[src/sv/rgbm_pkg.sv]
// rgbm_pkg: shared types, constants and luma tables for the rgb565 mono packer
// no dependencies; imported by every module of the block

package rgbm_pkg;

    // rgb565 channel layout
    localparam int R_MAX = 31;
    localparam int G_MAX = 63;
    localparam int C8_MAX = 255;

    // luma weights and black/white threshold
    localparam int LUMA_WEIGHT_R = 299;
    localparam int LUMA_WEIGHT_G = 587;
    localparam int LUMA_WEIGHT_B = 114;
    localparam int LUMA_W = 18;
    localparam logic [LUMA_W-1:0] LUMA_THRESHOLD = 18'd128000;

    // result field widths
    localparam int BYTE_COL_W = 7;
    localparam int OUT_ROW_W = 10;

    // queue between front and back
    localparam int QUEUE_DEPTH = 4;
    localparam int QUEUE_PTR_W = $clog2(QUEUE_DEPTH);

    // all-white refill value of the packing byte
    localparam logic [7:0] ACC_ALL_WHITE = 8'hFF;
    localparam logic [7:0] BIT_MSB = 8'h80;

    // configuration register indexes
    typedef enum logic [1:0] {
        REG_X_FIRST = 2'd0,
        REG_X_LAST  = 2'd1,
        REG_Y_FIRST = 2'd2,
        REG_Y_LAST  = 2'd3
    } reg_idx_t;

    // weighted luma contribution tables, per channel code
    typedef logic [31:0][LUMA_W-1:0] tab5_t;
    typedef logic [63:0][LUMA_W-1:0] tab6_t;

    function automatic tab5_t build_tab5(input int weight);
        tab5_t t;
        for (int i = 0; i < 32; i++) begin
            t[i] = LUMA_W'((i * C8_MAX / R_MAX) * weight);
        end
        return t;
    endfunction

    function automatic tab6_t build_tab6(input int weight);
        tab6_t t;
        for (int i = 0; i < 64; i++) begin
            t[i] = LUMA_W'((i * C8_MAX / G_MAX) * weight);
        end
        return t;
    endfunction

    localparam tab5_t R_LUMA_TAB = build_tab5(LUMA_WEIGHT_R);
    localparam tab6_t G_LUMA_TAB = build_tab6(LUMA_WEIGHT_G);
    localparam tab5_t B_LUMA_TAB = build_tab5(LUMA_WEIGHT_B);

    // one classified pixel travelling from front to back
    typedef struct packed {
        logic                  white;
        logic [2:0]            bit_pos;
        logic                  emit;
        logic                  last_col;
        logic [BYTE_COL_W-1:0] byte_col;
        logic [OUT_ROW_W-1:0]  row;
    } q_entry_t;

endpackage

[src/sv/rgb565_to_mono_packer_unit.sv]
// rgb565_to_mono_packer_unit: top level with configuration registers
// depends on rgbm_pkg, rgbm_front, rgbm_queue and rgbm_back

// Accepts one RGB565 pixel per clock with its column and row, drops pixels
// outside the capture window, thresholds the weighted luma to black or white
// and packs eight pixels per byte, MSB leftmost. A byte leaves at column bit 7
// or at the window's last column; tlast marks the latter. Sustained rate is
// one pixel per cycle: classification is a single combinational stage into a
// four-entry queue, and the packer drains one queued pixel per cycle into a
// single output register; a pixel is registered first in the queue. s_tready
// falls only when the queue is full, which happens when the output side
// stalls. Window registers sit at byte addresses 0, 4, 8 and 12 (x first,
// x last, y first, y last); the user must write them while the stream is idle,
// not enforced by the block; reset window is columns 0..799, rows 0..479.

module rgb565_to_mono_packer_unit #(
    parameter int COORD_BITS = 10
) (
    input  logic        aclk,
    input  logic        aresetn,
    // input pixels
    input  logic        s_tvalid,
    output logic        s_tready,
    // tdata: pixel_rgb565[15:0], column, row, zero fill to whole bytes
    input  logic [((16+2*COORD_BITS+7)/8)*8-1:0] s_tdata,
    // packed bytes
    output logic        m_tvalid,
    input  logic        m_tready,
    // tdata: packed_byte[7:0], byte_column[14:8], out_row[24:15], zero fill
    output logic [31:0] m_tdata,
    // tlast: row_end
    output logic        m_tlast,
    // configuration
    input  logic        psel,
    input  logic        penable,
    input  logic        pwrite,
    input  logic [3:0]  paddr,
    input  logic [31:0] pwdata,
    output logic [31:0] prdata,
    output logic        pready
);
    import rgbm_pkg::*;

    localparam logic [COORD_BITS-1:0] X_LAST_RST = COORD_BITS'(799);
    localparam logic [COORD_BITS-1:0] Y_LAST_RST = COORD_BITS'(479);

    logic [COORD_BITS-1:0] x_first_reg, x_last_reg, y_first_reg, y_last_reg;
    logic                  cfg_wr;
    reg_idx_t              cfg_idx;

    logic [15:0]           pix;
    logic [COORD_BITS-1:0] col;
    logic [COORD_BITS-1:0] row;

    logic                  push;
    q_entry_t              push_entry;
    logic                  q_not_full;
    logic                  q_pop;
    logic                  q_not_empty;
    q_entry_t              pop_entry;

    logic [7:0]            packed_byte;
    logic [BYTE_COL_W-1:0] byte_column;
    logic [OUT_ROW_W-1:0]  out_row;

    // register access
    assign pready  = 1'b1;
    assign cfg_wr  = psel && penable && pwrite && pready;
    assign cfg_idx = reg_idx_t'(paddr[3:2]);

    always_ff @(posedge aclk) begin
        if (!aresetn) begin
            x_first_reg <= '0;
            x_last_reg  <= X_LAST_RST;
            y_first_reg <= '0;
            y_last_reg  <= Y_LAST_RST;
        end else if (cfg_wr) begin
            case (cfg_idx)
                REG_X_FIRST: x_first_reg <= pwdata[COORD_BITS-1:0];
                REG_X_LAST:  x_last_reg  <= pwdata[COORD_BITS-1:0];
                REG_Y_FIRST: y_first_reg <= pwdata[COORD_BITS-1:0];
                REG_Y_LAST:  y_last_reg  <= pwdata[COORD_BITS-1:0];
                default: ;
            endcase
        end
    end

    // register readback
    always_comb begin
        case (cfg_idx)
            REG_X_FIRST: prdata = 32'(x_first_reg);
            REG_X_LAST:  prdata = 32'(x_last_reg);
            REG_Y_FIRST: prdata = 32'(y_first_reg);
            REG_Y_LAST:  prdata = 32'(y_last_reg);
            default:     prdata = '0;
        endcase
    end

    // input field unpacking
    assign pix = s_tdata[15:0];
    assign col = s_tdata[16 +: COORD_BITS];
    assign row = s_tdata[16+COORD_BITS +: COORD_BITS];

    assign s_tready = q_not_full;

    rgbm_front #(
        .COORD_BITS(COORD_BITS)
    ) u_front (
        .in_valid      (s_tvalid),
        .in_ready      (q_not_full),
        .pixel_rgb565  (pix),
        .column        (col),
        .row           (row),
        .window_x_first(x_first_reg),
        .window_x_last (x_last_reg),
        .window_y_first(y_first_reg),
        .window_y_last (y_last_reg),
        .push          (push),
        .entry         (push_entry)
    );

    rgbm_queue u_queue (
        .aclk      (aclk),
        .aresetn   (aresetn),
        .push      (push),
        .push_entry(push_entry),
        .not_full  (q_not_full),
        .pop       (q_pop),
        .not_empty (q_not_empty),
        .pop_entry (pop_entry)
    );

    rgbm_back u_back (
        .aclk       (aclk),
        .aresetn    (aresetn),
        .q_not_empty(q_not_empty),
        .q_entry    (pop_entry),
        .q_pop      (q_pop),
        .out_valid  (m_tvalid),
        .out_ready  (m_tready),
        .packed_byte(packed_byte),
        .byte_column(byte_column),
        .out_row    (out_row),
        .row_end    (m_tlast)
    );

    // result packing
    assign m_tdata = {7'd0, out_row, byte_column, packed_byte};

endmodule

[src/sv/rgbm_front.sv]
// rgbm_front: window check and black/white classification of incoming pixels
// depends on rgbm_pkg for the luma tables and the queue entry type

module rgbm_front #(
    parameter int COORD_BITS = 10
) (
    input  logic                    in_valid,
    input  logic                    in_ready,
    input  logic [15:0]             pixel_rgb565,
    input  logic [COORD_BITS-1:0]   column,
    input  logic [COORD_BITS-1:0]   row,
    input  logic [COORD_BITS-1:0]   window_x_first,
    input  logic [COORD_BITS-1:0]   window_x_last,
    input  logic [COORD_BITS-1:0]   window_y_first,
    input  logic [COORD_BITS-1:0]   window_y_last,
    output logic                    push,
    output rgbm_pkg::q_entry_t      entry
);
    import rgbm_pkg::*;

    logic                    in_win;
    logic [LUMA_W-1:0]       luma;
    logic [COORD_BITS+6:0]   col_wide;
    logic [COORD_BITS+6:0]   col_shift;
    logic [COORD_BITS+9:0]   row_wide;
    logic                    last_col;

    // capture window test
    assign in_win = (column >= window_x_first) && (column <= window_x_last) &&
                    (row >= window_y_first) && (row <= window_y_last);

    // weighted luma from per-channel tables
    assign luma = R_LUMA_TAB[pixel_rgb565[15:11]] +
                  G_LUMA_TAB[pixel_rgb565[10:5]] +
                  B_LUMA_TAB[pixel_rgb565[4:0]];

    // byte index and row at result widths
    assign col_wide  = (COORD_BITS+7)'(column);
    assign col_shift = col_wide >> 3;
    assign row_wide  = (COORD_BITS+10)'(row);
    assign last_col  = (column == window_x_last);

    // only kept pixels enter the queue
    assign push = in_valid && in_ready && in_win;

    always_comb begin
        entry.white    = (luma >= LUMA_THRESHOLD);
        entry.bit_pos  = column[2:0];
        entry.last_col = last_col;
        entry.emit     = (column[2:0] == 3'd7) || last_col;
        entry.byte_col = col_shift[BYTE_COL_W-1:0];
        entry.row      = row_wide[OUT_ROW_W-1:0];
    end

endmodule

[src/sv/rgbm_queue.sv]
// rgbm_queue: short first-in first-out queue of classified pixels
// depends on rgbm_pkg for the entry type and depth

module rgbm_queue (
    input  logic                aclk,
    input  logic                aresetn,
    input  logic                push,
    input  rgbm_pkg::q_entry_t  push_entry,
    output logic                not_full,
    input  logic                pop,
    output logic                not_empty,
    output rgbm_pkg::q_entry_t  pop_entry
);
    import rgbm_pkg::*;

    q_entry_t               slots [QUEUE_DEPTH];
    logic [QUEUE_PTR_W-1:0] wr_ptr_reg, wr_ptr_next;
    logic [QUEUE_PTR_W-1:0] rd_ptr_reg, rd_ptr_next;
    logic [QUEUE_PTR_W:0]   count_reg, count_next;

    assign not_full  = (count_reg != (QUEUE_PTR_W+1)'(QUEUE_DEPTH));
    assign not_empty = (count_reg != '0);
    assign pop_entry = slots[rd_ptr_reg];

    // pointer and fill bookkeeping
    always_comb begin
        wr_ptr_next = wr_ptr_reg;
        rd_ptr_next = rd_ptr_reg;
        count_next  = count_reg;
        if (push) begin
            wr_ptr_next = wr_ptr_reg + 1'b1;
        end
        if (pop) begin
            rd_ptr_next = rd_ptr_reg + 1'b1;
        end
        if (push && !pop) begin
            count_next = count_reg + 1'b1;
        end else if (pop && !push) begin
            count_next = count_reg - 1'b1;
        end
    end

    always_ff @(posedge aclk) begin
        if (!aresetn) begin
            wr_ptr_reg <= '0;
            rd_ptr_reg <= '0;
            count_reg  <= '0;
        end else begin
            wr_ptr_reg <= wr_ptr_next;
            rd_ptr_reg <= rd_ptr_next;
            count_reg  <= count_next;
        end
    end

    // entry storage
    always_ff @(posedge aclk) begin
        if (push) begin
            slots[wr_ptr_reg] <= push_entry;
        end
    end

endmodule

[src/sv/rgbm_back.sv]
// rgbm_back: bit packing into the byte accumulator and the output register
// depends on rgbm_pkg for the entry type and refill value

module rgbm_back (
    input  logic                aclk,
    input  logic                aresetn,
    input  logic                q_not_empty,
    input  rgbm_pkg::q_entry_t  q_entry,
    output logic                q_pop,
    output logic                out_valid,
    input  logic                out_ready,
    output logic [7:0]          packed_byte,
    output logic [rgbm_pkg::BYTE_COL_W-1:0] byte_column,
    output logic [rgbm_pkg::OUT_ROW_W-1:0]  out_row,
    output logic                row_end
);
    import rgbm_pkg::*;

    logic [7:0]            acc_reg, acc_next;
    logic [7:0]            acc_upd;
    logic [7:0]            bit_mask;
    logic                  valid_reg, valid_next;
    logic [7:0]            byte_reg;
    logic [BYTE_COL_W-1:0] col_reg;
    logic [OUT_ROW_W-1:0]  row_reg;
    logic                  end_reg;
    logic                  out_free;
    logic                  load;

    // take a queued pixel whenever the output slot is free or being drained
    assign out_free = !valid_reg || out_ready;
    assign q_pop    = q_not_empty && out_free;
    assign load     = q_pop && q_entry.emit;

    // set or clear the pixel's bit, msb is leftmost column
    assign bit_mask = BIT_MSB >> q_entry.bit_pos;
    assign acc_upd  = q_entry.white ? (acc_reg | bit_mask) : (acc_reg & ~bit_mask);

    always_comb begin
        acc_next   = acc_reg;
        valid_next = valid_reg;
        if (out_ready) begin
            valid_next = 1'b0;
        end
        if (q_pop) begin
            acc_next = q_entry.emit ? ACC_ALL_WHITE : acc_upd;
        end
        if (load) begin
            valid_next = 1'b1;
        end
    end

    always_ff @(posedge aclk) begin
        if (!aresetn) begin
            acc_reg   <= ACC_ALL_WHITE;
            valid_reg <= 1'b0;
        end else begin
            acc_reg   <= acc_next;
            valid_reg <= valid_next;
        end
    end

    // result payload
    always_ff @(posedge aclk) begin
        if (load) begin
            byte_reg <= acc_upd;
            col_reg  <= q_entry.byte_col;
            row_reg  <= q_entry.row;
            end_reg  <= q_entry.last_col;
        end
    end

    assign out_valid   = valid_reg;
    assign packed_byte = byte_reg;
    assign byte_column = col_reg;
    assign out_row     = row_reg;
    assign row_end     = end_reg;

endmodule

[config.mk]
export PLATFORM = sky130hd
export DESIGN_NAME = rgb565_to_mono_packer_unit
export DESIGN_NICKNAME = d
export VERILOG_FILES = /design/src/sv/rgbm_pkg.sv /design/src/sv/rgb565_to_mono_packer_unit.sv /design/src/sv/rgbm_front.sv /design/src/sv/rgbm_queue.sv /design/src/sv/rgbm_back.sv
export SDC_FILE = /design/constraint.sdc
export NUM_CORES = 1
export LEC_CHECK = 0
export ABC_AREA = 1
export CAP_MARGIN = 30
export CORE_UTILIZATION = 35
export DETAILED_ROUTE_END_ITERATION = 12
export DONT_BUFFER_PORTS = 1
export MAX_ROUTING_LAYER = met4
export PLACE_DENSITY = 0.47
export SETUP_SLACK_MARGIN = 0.2
export SYNTH_ARGS = -nofsm -noshare
export SYNTH_HDL_FRONTEND = slang
export SYNTH_SLANG_ARGS = --single-unit
[constraint.sdc]
create_clock -name aclk -period 4.9 [get_ports aclk]
set_input_delay 0.98 -clock aclk [delete_from_list [all_inputs] [get_ports aclk]]
set_output_delay 0.98 -clock aclk [all_outputs]
set_load 0.005 [all_outputs]
Word level (Yosys, flattened, before mapping)
Memory sizes are Yosys's and may differ from the RTL's. A register that Yosys moved wholly into a read port is not among the register bits. Index checks and enable logic that the tools add are counted.

Flip-flop bits (word level): 82. Logic and storage cells: 79. RAM bits: 92. Memory bits (read-only): 2304. Input port bits: 83. Memories kept: 4. Output and inout port bits: 68.

Mux-type cells: 14. Bitwise operators: 3. Equality and inequality tests: 6. Reductions and logical operators: 24. $lt $le $gt $ge: 8. $add $sub $neg: 6. Shifts and indexed selects: 1.

Memory list: (name not given) (words 64, bits a word 18, rd ports 1, clocked after memory_dff 0, write ports 0, RTL line rgbm_front.sv:34) `G_LUMA_TAB[pixel_rgb565[10:5]] +`; (name not given) (words 32, bits a word 18, rd ports 1, clocked after memory_dff 0, write ports 0, RTL line rgbm_front.sv:33) `assign luma = R_LUMA_TAB[pixel_rgb565[15:11]] +`; (name not given) (words 32, bits a word 18, rd ports 1, clocked after memory_dff 0, write ports 0, RTL line rgbm_front.sv:35) `B_LUMA_TAB[pixel_rgb565[4:0]];`; u_queue.slots (words 4, bits a word 23, rd ports 1, clocked after memory_dff 1, write ports 1, RTL line rgbm_queue.sv:16) `q_entry_t slots [QUEUE_DEPTH];`.

Operator list (number): $pmux W32 S4 (1); $mux W18 (3); $add A18 B18 Y18 (2); $ge A10 B10 Y1 (2); $le A10 B10 Y1 (2); $ge A18 B17 Y1 const B (1); $mux W8 (2); $lt A5 B6 Y1 const B (2); $logic_and A1 B1 Y1 (11); $eq A10 B10 Y1 (1); $and A8 B8 Y8 (1); $not A8 Y8 (1); $or A8 B8 Y8 (1); $reduce_and A2 Y1 (4); $shr A8 B3 Y8 const A (1); $lt A6 B7 Y1 const B (1); $mux W3 (2); $add A2 B1 Y2 const B (2); $eq A2 B2 Y1 const B (2); $mux W1 (4); $mux W2 (2); $reduce_bool A2 Y1 (2); $add A3 B1 Y3 const B (1); $eq A3 B3 Y1 const B (1); 7 further kinds (10).

Longest topological paths before layout
Gate-level depths: netlist of run 1.

Word-level depth: 9. Depth in mapped cells: 26. Gate-level depth less buffers: 26.

By module
A second synthesis of run 1 with hierarchy kept.

Cell total of the unflattened synthesis: 1619. Area, all modules: 12672.2 um^2.

By module, submodules not included: rgbm_front (cells an instance 905, times used 1, area an instance 5056.1 um^2, seq. area each 0.0 um^2); rgbm_queue (cells an instance 280, times used 1, area an instance 4184.0 um^2, seq. area each 2942.8 um^2); rgb565_to_mono_packer_unit (cells an instance 309, times used 1, area an instance 2028.2 um^2, seq. area each 800.8 um^2); rgbm_back (cells an instance 125, times used 1, area an instance 1403.8 um^2, seq. area each 960.9 um^2).

Least setup slack after synthesis of run 1
Ideal clock, no wire load.

Kind: input to register. From: input s_tdata[5]. To: memory u_queue.slots[0][22] (netlist bit), data pin. Library setup time: 267 ps. Slack: 863 ps. Stages on the path: 20. Data arrival time: 3770 ps. Data required time: 4633 ps. Buffers on the path: 0. Cells stage by stage: inv_1 > ha_1 > inv_1 > nand2_1 > inv_1 > nor2_1 > o21ai_0 > nand3_1 > o31ai_1 > inv_1 > fa_1 > inv_1 > ha_1 > nand2_1 > inv_1 > a21oi_1 > nand3_1 > a21oi_1 > xnor2_1 > nand2_1.

RTL lines: start: declaration (RTL line rgb565_to_mono_packer_unit.sv:25) `input logic [((16+2*COORD_BITS+7)/8)*8-1:0] s_tdata,`; end: declaration (RTL line rgbm_queue.sv:16).

==> flow_metrics.env, run 1 <==
export IMPL_r2r_slack_ps=2050
export IMPL_period_needed_ps=4210
export IMPL_finalPower_uw=5220
export IMPL_synth_async_reset_ratio=0
export IMPL_start_util=0.359
export IMPL_largest_reg_flops=92
export IMPL_grt_start_max_net_pins=49
export IMPL_drv_cap=0
export IMPL_start_kind="primary input"
export IMPL_synth_avg_cell_area_um2=7.93
export IMPL_yosys_area_top_type_share=0.300
export IMPL_post_cts_buffers=0
export IMPL_fin_skew_ps=20.0
export IMPL_die_w_um=186
export IMPL_end_kind="register"
export IMPL_synthTopCellsByCount="298 x nand2_1, 193 x inv_1, 149 x nor2_1"
export IMPL_ys_ff_latch=176
export IMPL_coreArea_mm2=0.0329
export IMPL_maxSlewHeadroom=0.462
export IMPL_grt_setup_unrepaired="no"
export IMPL_synth_edf_count=118
export IMPL_cpPeakStageDelay_ps=550
export IMPL_crit_path_top_delay_cell="fa_1"
export IMPL_drc=0
export IMPL_htreeDepth=4
export IMPL_synth_warnings=0
export IMPL_place_inst=1888
export IMPL_max_slew_worst_pin_slew_ps=805
export IMPL_cts_tree="done"
export IMPL_die_height_um=186
export IMPL_ant_nets=0
export IMPL_gp_congestion=0.899
export IMPL_hpwl_um=23500
export IMPL_peakVddDrop_mv=0.247
export IMPL_fmax_mhz=238
export IMPL_wl_um=31900
export IMPL_finalHoldViolCount=0
export IMPL_port_buffers=0
export IMPL_synth_top_cell_by_area="edfxtp_1"
export IMPL_cts_resized_gates=0
export IMPL_ys_types=53
export IMPL_cellLeakagePower_uw=0.00548
export IMPL_dp_slack_ps=290
export IMPL_numCtsBuffers=17
export IMPL_crit_chain="inv_1, ha_1, inv_1, nand2_1, nand2_1, o22ai_1, nor3_1, a21oi_1, fa_1, inv_1, ha_1, nand2_1, inv_1, a21oi_1, nand3_1, a21oi_1, xnor2_1, nand2_1"
export IMPL_min_period_over_period=0.859
export IMPL_num_nets_final=1653
export IMPL_cts_hold_buffers=0
export IMPL_arrival_ps=4370
export IMPL_ctsRootBufferMaster="clkbuf_16"
export IMPL_layout_drive_gt1_share=0.0582
export IMPL_vias=9728
export IMPL_regMostFlops="u_queue.slots"
export IMPL_syn_instance_count=1488
export IMPL_worstPathRequired_ps=5060
export IMPL_fin_cells=1920
export IMPL_ys_flop_type="edfxtp_1"
export IMPL_wl_per_cell_um=16.6
export IMPL_grt_pass1_vias=9033
export IMPL_pin_count=151
export IMPL_layout_setup_ws_ps=692
export IMPL_firstDrtPassIters=5
export IMPL_grt_antenna_before_repair=0
export IMPL_vias_per_cell=5.07
export IMPL_fin_tns_setup_ps=0
export IMPL_rows=66
export IMPL_antenna_cells=0
export IMPL_path_class="primary input to register"
export IMPL_drv_slew=0
export IMPL_cts_clk_slew_worst_paths_ps=70
export IMPL_ys_seq_area_frac=0.399
export IMPL_yosysMostFrequentCell="nand2_1"
export IMPL_status="complete, no violations"
export IMPL_grt_pass1_wl_um=50300
export IMPL_path_max_fanout=9
export IMPL_drt_iter0_markers=696
export IMPL_track_usage=0.196
export IMPL_floorplan_die_area_mm2=0.0344
export IMPL_hp_class="register to register"
export IMPL_power_density_mw_per_mm2=411
export IMPL_cts_sinks=176
export IMPL_final_area_mm2=0.0127
export IMPL_syn_area_mm2=0.0118
export IMPL_dpl_cell_area_mm2=0.0121
export IMPL_grt_overflow=0
export IMPL_clk_insertion_delay_late_ps=440
export IMPL_syn2layout_area_growth_pct=7.80
export IMPL_clockBufferDepth=2
export IMPL_synthTopCellsByArea="edfxtp_1 30%, dfxtp_1 9.8%, nand2_1 9.5%"
export IMPL_setup_viol=0
[report_power, final]
part / switching (uW) / internal, uW
sequential: 92.6 / 1880
combinational: 1250 / 577
clock: 711 / 713
total: 2050 / 3170
[placed cells by master, fill, tap and decap left out, types with 4 or more instances in the layout]
cell type / n
or2_2: 4
nor2_2: 6
nor2_1: 145
clkinv_8: 7
nand3_1: 67
and2_1: 5
conb_1: 30
nor3_1: 7
ha_1: 89
clkbuf_16: 17
buf_4: 10
nand3_2: 4
nand4_1: 7
dfxtp_1: 58
a31oi_1: 14
o211ai_1: 22
edfxtp_1: 118
o221ai_1: 9
a32o_1: 7
a21oi_1: 107
o21ai_2: 9
nand2_1: 298
inv_2: 12
inv_1: 193
fa_1: 16
o22ai_1: 25
o21ai_1: 7
o31ai_1: 5
o21ai_0: 136
[per-stage QoR]
step	hold WS, ps	util
floorplan	436	-
global placement	448	0.367
detailed placement	456	0.367
CTS	466	0.387
global route	499	0.387
finish	467	0.387
[critical path, delay by kind of cell]
family,cells,cell delay (ps)
xor+xnor,1,130
simple gates,6,980
compound gates,4,590
buf+inv,4,430
fa+ha+maj,3,1250
[logic make-up after synthesis]
| group | synth area share |
|---|---|
| simple gates | 0.193 |
| compound gates | 0.179 |
| buf+inv | 0.105 |
| flops | 0.399 |
| fa+ha+maj | 0.122 |
| xor+xnor | 0.00223 |
| other cells | 0.000637 |
[final timing paths]
| path | from | to | depth (start not counted) |
|---|---|---|---|
| min | u_queue.rd_ptr_reg[1]$_SDFFE_PN0P_ | u_queue.rd_ptr_reg[1]$_SDFFE_PN0P_ | 2 |
| min reg2reg | u_queue.rd_ptr_reg[1]$_SDFFE_PN0P_ | u_queue.rd_ptr_reg[1]$_SDFFE_PN0P_ | 2 |
| max | s_tdata[5] | u_queue.slots[2][22]$_DFFE_PP_ | 18 |
| max reg2reg | x_last_reg[5]$_SDFFE_PN0P_ | u_queue.count_reg[2]$_SDFFE_PN0P_ | 16 |
[routing by layer]
layer / GRT usage / routed length, um / vias up / share of wire
met5: - / 0 / - / 0
met3: 0.0293 / 1470 / 24 / 0.046
li1: - / - / 4921 / -
met4: 0.0407 / 348 / 0 / 0.011
met1: 0.259 / 14900 / 4543 / 0.47
met2: 0.316 / 15200 / 240 / 0.48
[cell type report]
class | instances | area (um^2)
Fill cell | 3521 | 20200
Multi-Input combinational cell | 1054 | 5970
Timing Repair Buffer | 10 | 75.1
Clock buffer | 17 | 425
Inverter | 206 | 773
Clock inverter | 15 | 215
Tap cell | 442 | 553
Sequential cell | 176 | 4700
Note: power is estimated with default switching activity, not from simulation.
==> run 2, diff against run 1 <==
--- a/config.mk
+++ b/config.mk
@@ -11,7 +11,7 @@
 export DETAILED_ROUTE_END_ITERATION = 12
 export DONT_BUFFER_PORTS = 1
 export MAX_ROUTING_LAYER = met4
-export PLACE_DENSITY = 0.47
+export PLACE_DENSITY = 0.54
 export SETUP_SLACK_MARGIN = 0.2
 export SYNTH_ARGS = -nofsm -noshare
 export SYNTH_HDL_FRONTEND = slang
==> constraint.sdc (replaced) <==
create_clock -name aclk -period 4.9 [get_ports aclk]
set_input_delay 0.98 -clock aclk [delete_from_list [all_inputs] [get_ports aclk]]
set_output_delay 0.98 -clock aclk [all_outputs]
set_load 0.02 [all_outputs]
==> flow_metrics.env, run 2 (synthesis gave the netlist of run 1 again) <==
export IMPL_antenna_cells=0
export IMPL_start_kind="primary input"
export IMPL_clockBufferDepth=2
export IMPL_cts_hold_buffers=0
export IMPL_setup_viol=0
export IMPL_crit_chain="inv_1, ha_1, inv_1, nand2_1, nand2_1, o22ai_1, nor3_1, a21oi_1, fa_1, inv_1, ha_1, nand2_1, inv_1, nand2_1, nand3_1, a21oi_1, nand2_1, nand2_1, nand2_1, inv_1, nor2_1, nand2_1, nand2_1"
export IMPL_cts_clk_slew_worst_paths_ps=70
export IMPL_period_needed_ps=4150
export IMPL_port_buffers=0
export IMPL_post_cts_buffers=0
export IMPL_grt_antenna_before_repair=1
export IMPL_startpoint="s_tdata[5]"
export IMPL_vias_per_cell=5.05
export IMPL_finalHoldViolCount=0
export IMPL_firstDrtPassIters=5
export IMPL_largest_reg_flops=92
export IMPL_grt_pass1_wl_um=48000
export IMPL_regMostFlops="u_queue.slots"
export IMPL_ctsRootBufferMaster="clkbuf_16"
export IMPL_pin_count=151
export IMPL_ant_nets=0
export IMPL_maxSlewHeadroom=0.471
export IMPL_drc=0
export IMPL_ff2ff_path_depth=16
export IMPL_grt_start_max_net_pins=49
export IMPL_cellLeakagePower_uw=0.00544
export IMPL_floorplan_die_area_mm2=0.0344
export IMPL_min_period_over_period=0.848
export IMPL_cts_resized_gates=0
export IMPL_start_util=0.359
export IMPL_wl_per_cell_um=15.8
export IMPL_rr_startpoint="x_last_reg[5]$_SDFFE_PN0P_"
export IMPL_worstHoldPathCells=2
export IMPL_grt_setup_unrepaired="no"
export IMPL_die_height_um=186
export IMPL_vias=9697
export IMPL_final_area_mm2=0.0126
export IMPL_grt_pass1_vias=9085
export IMPL_grt_overflow=0
export IMPL_syn2layout_area_growth_pct=7.21
export IMPL_layout_commonest_cell="nand2_1"
export IMPL_end_kind="register"
export IMPL_arrival_ps=4300
export IMPL_status="complete, no violations"
export IMPL_path_class="primary input to register"
export IMPL_cpPeakStageDelay_ps=550
export IMPL_peakVddDrop_mv=0.278
export IMPL_track_usage=0.184
export IMPL_most_common_layout_cells="298 x nand2_1, 193 x inv_1, 145 x nor2_1, 136 x o21ai_0, 118 x edfxtp_1"
export IMPL_die_w_um=186
export IMPL_wl_um=30400
export IMPL_dpl_cell_area_mm2=0.0121
export IMPL_hold_start="u_back.acc_reg[3]$_SDFFE_PN1P_"
export IMPL_hp_class="register to register"
export IMPL_drv_cap=0
export IMPL_coreArea_mm2=0.0329
export IMPL_cts_sinks=176
export IMPL_drv_slew=0
export IMPL_power_density_mw_per_mm2=418
export IMPL_crit_top_cell="nand2_1"
export IMPL_hpwl_um=22000
export IMPL_dp_slack_ps=329
export IMPL_layout_drive_gt1_share=0.0562
export IMPL_numCtsBuffers=17
export IMPL_gp_congestion=0.883
export IMPL_cts_tree="done"
export IMPL_crit_path_top_delay_cell="fa_1"
export IMPL_worstPathRequired_ps=5050
export IMPL_rows=66
export IMPL_num_nets_final=1652
export IMPL_path_max_fanout=9
export IMPL_fillers=3409
export IMPL_drt_iter0_markers=592
export IMPL_max_slew_worst_pin_slew_ps=790
export IMPL_clk_insertion_delay_late_ps=430
export IMPL_fin_skew_ps=15.3
export IMPL_fmax_mhz=241
export IMPL_fin_tns_setup_ps=0
export IMPL_layout_setup_ws_ps=747
export IMPL_htreeDepth=4
[run 2: changes by cell type in the layout (fill, tap and decap cells not counted)]
cell,delta
buf_4,-1
bufinv_16,+1
clkbuf_1,+2
clkinv_4,+1
clkinv_8,-6
clkinvlp_4,+3
inv_12,-2
inv_16,-1
inv_6,+1
inv_8,+1
[run 2: power by group]
part / total, uW / switching, uW / internal, uW
clock: 1330 / 609 / 721
combinational: 1850 / 1270 / 578
sequential: 2110 / 218 / 1890
total: 5280 / 2100 / 3190
[run 2: path summary, 6_finish.rpt]
| kind | to | slack [ps] |
|---|---|---|
| setup / recovery | u_queue.slots[3][22]$_DFFE_PP_ | 750 |
| hold / removal | u_back.acc_reg[3]$_SDFFE_PN1P_ | 470 |
| setup reg to reg | u_queue.count_reg[2]$_SDFFE_PN0P_ | 2100 |
| hold reg to reg | u_back.acc_reg[3]$_SDFFE_PN1P_ | 470 |
[run 2: cell type report]
| cell class | count | area [um^2] | share of cell area |
|---|---|---|---|
| Inverter | 206 | 773 | 0.0611 |
| Clock inverter | 13 | 146 | 0.0116 |
| Timing Repair Buffer | 9 | 67.6 | 0.00534 |
| Clock buffer | 19 | 433 | 0.0342 |
| Multi-Input combinational cell | 1054 | 5970 | 0.472 |
| Sequential cell | 176 | 4700 | 0.372 |
| Tap cell | 442 | 553 | 0.0437 |
[run 2: worst max-delay path: cells and delay by family]
family                     cells  cell delay (ps)
adders and majority gates      3             1250
AOI/OAI and AO/OA              3              360
buffers and inverters          5              480
and+or+nand+nor               12             1210
[run 2: through the flow]
step                      cells  hold WS (ps)  utilization  total power (uW)
after floorplan            1516           436            -              3590
after global placement     1887           448        0.367              3980
after detailed placement   1887           456        0.367              4010
after CTS                  1919           475        0.385              5340
after global routing       1919           492        0.385              5700
final                      1919           473        0.385              5280
[run 2: routing by layer]
metal | wire length (um) | GRT usage | share of wire
met1 | 13800 | 0.232 | 0.45
met2 | 15100 | 0.316 | 0.50
met3 | 1220 | 0.0239 | 0.040
met4 | 354 | 0.0384 | 0.012
met5 | 0 | - | 0
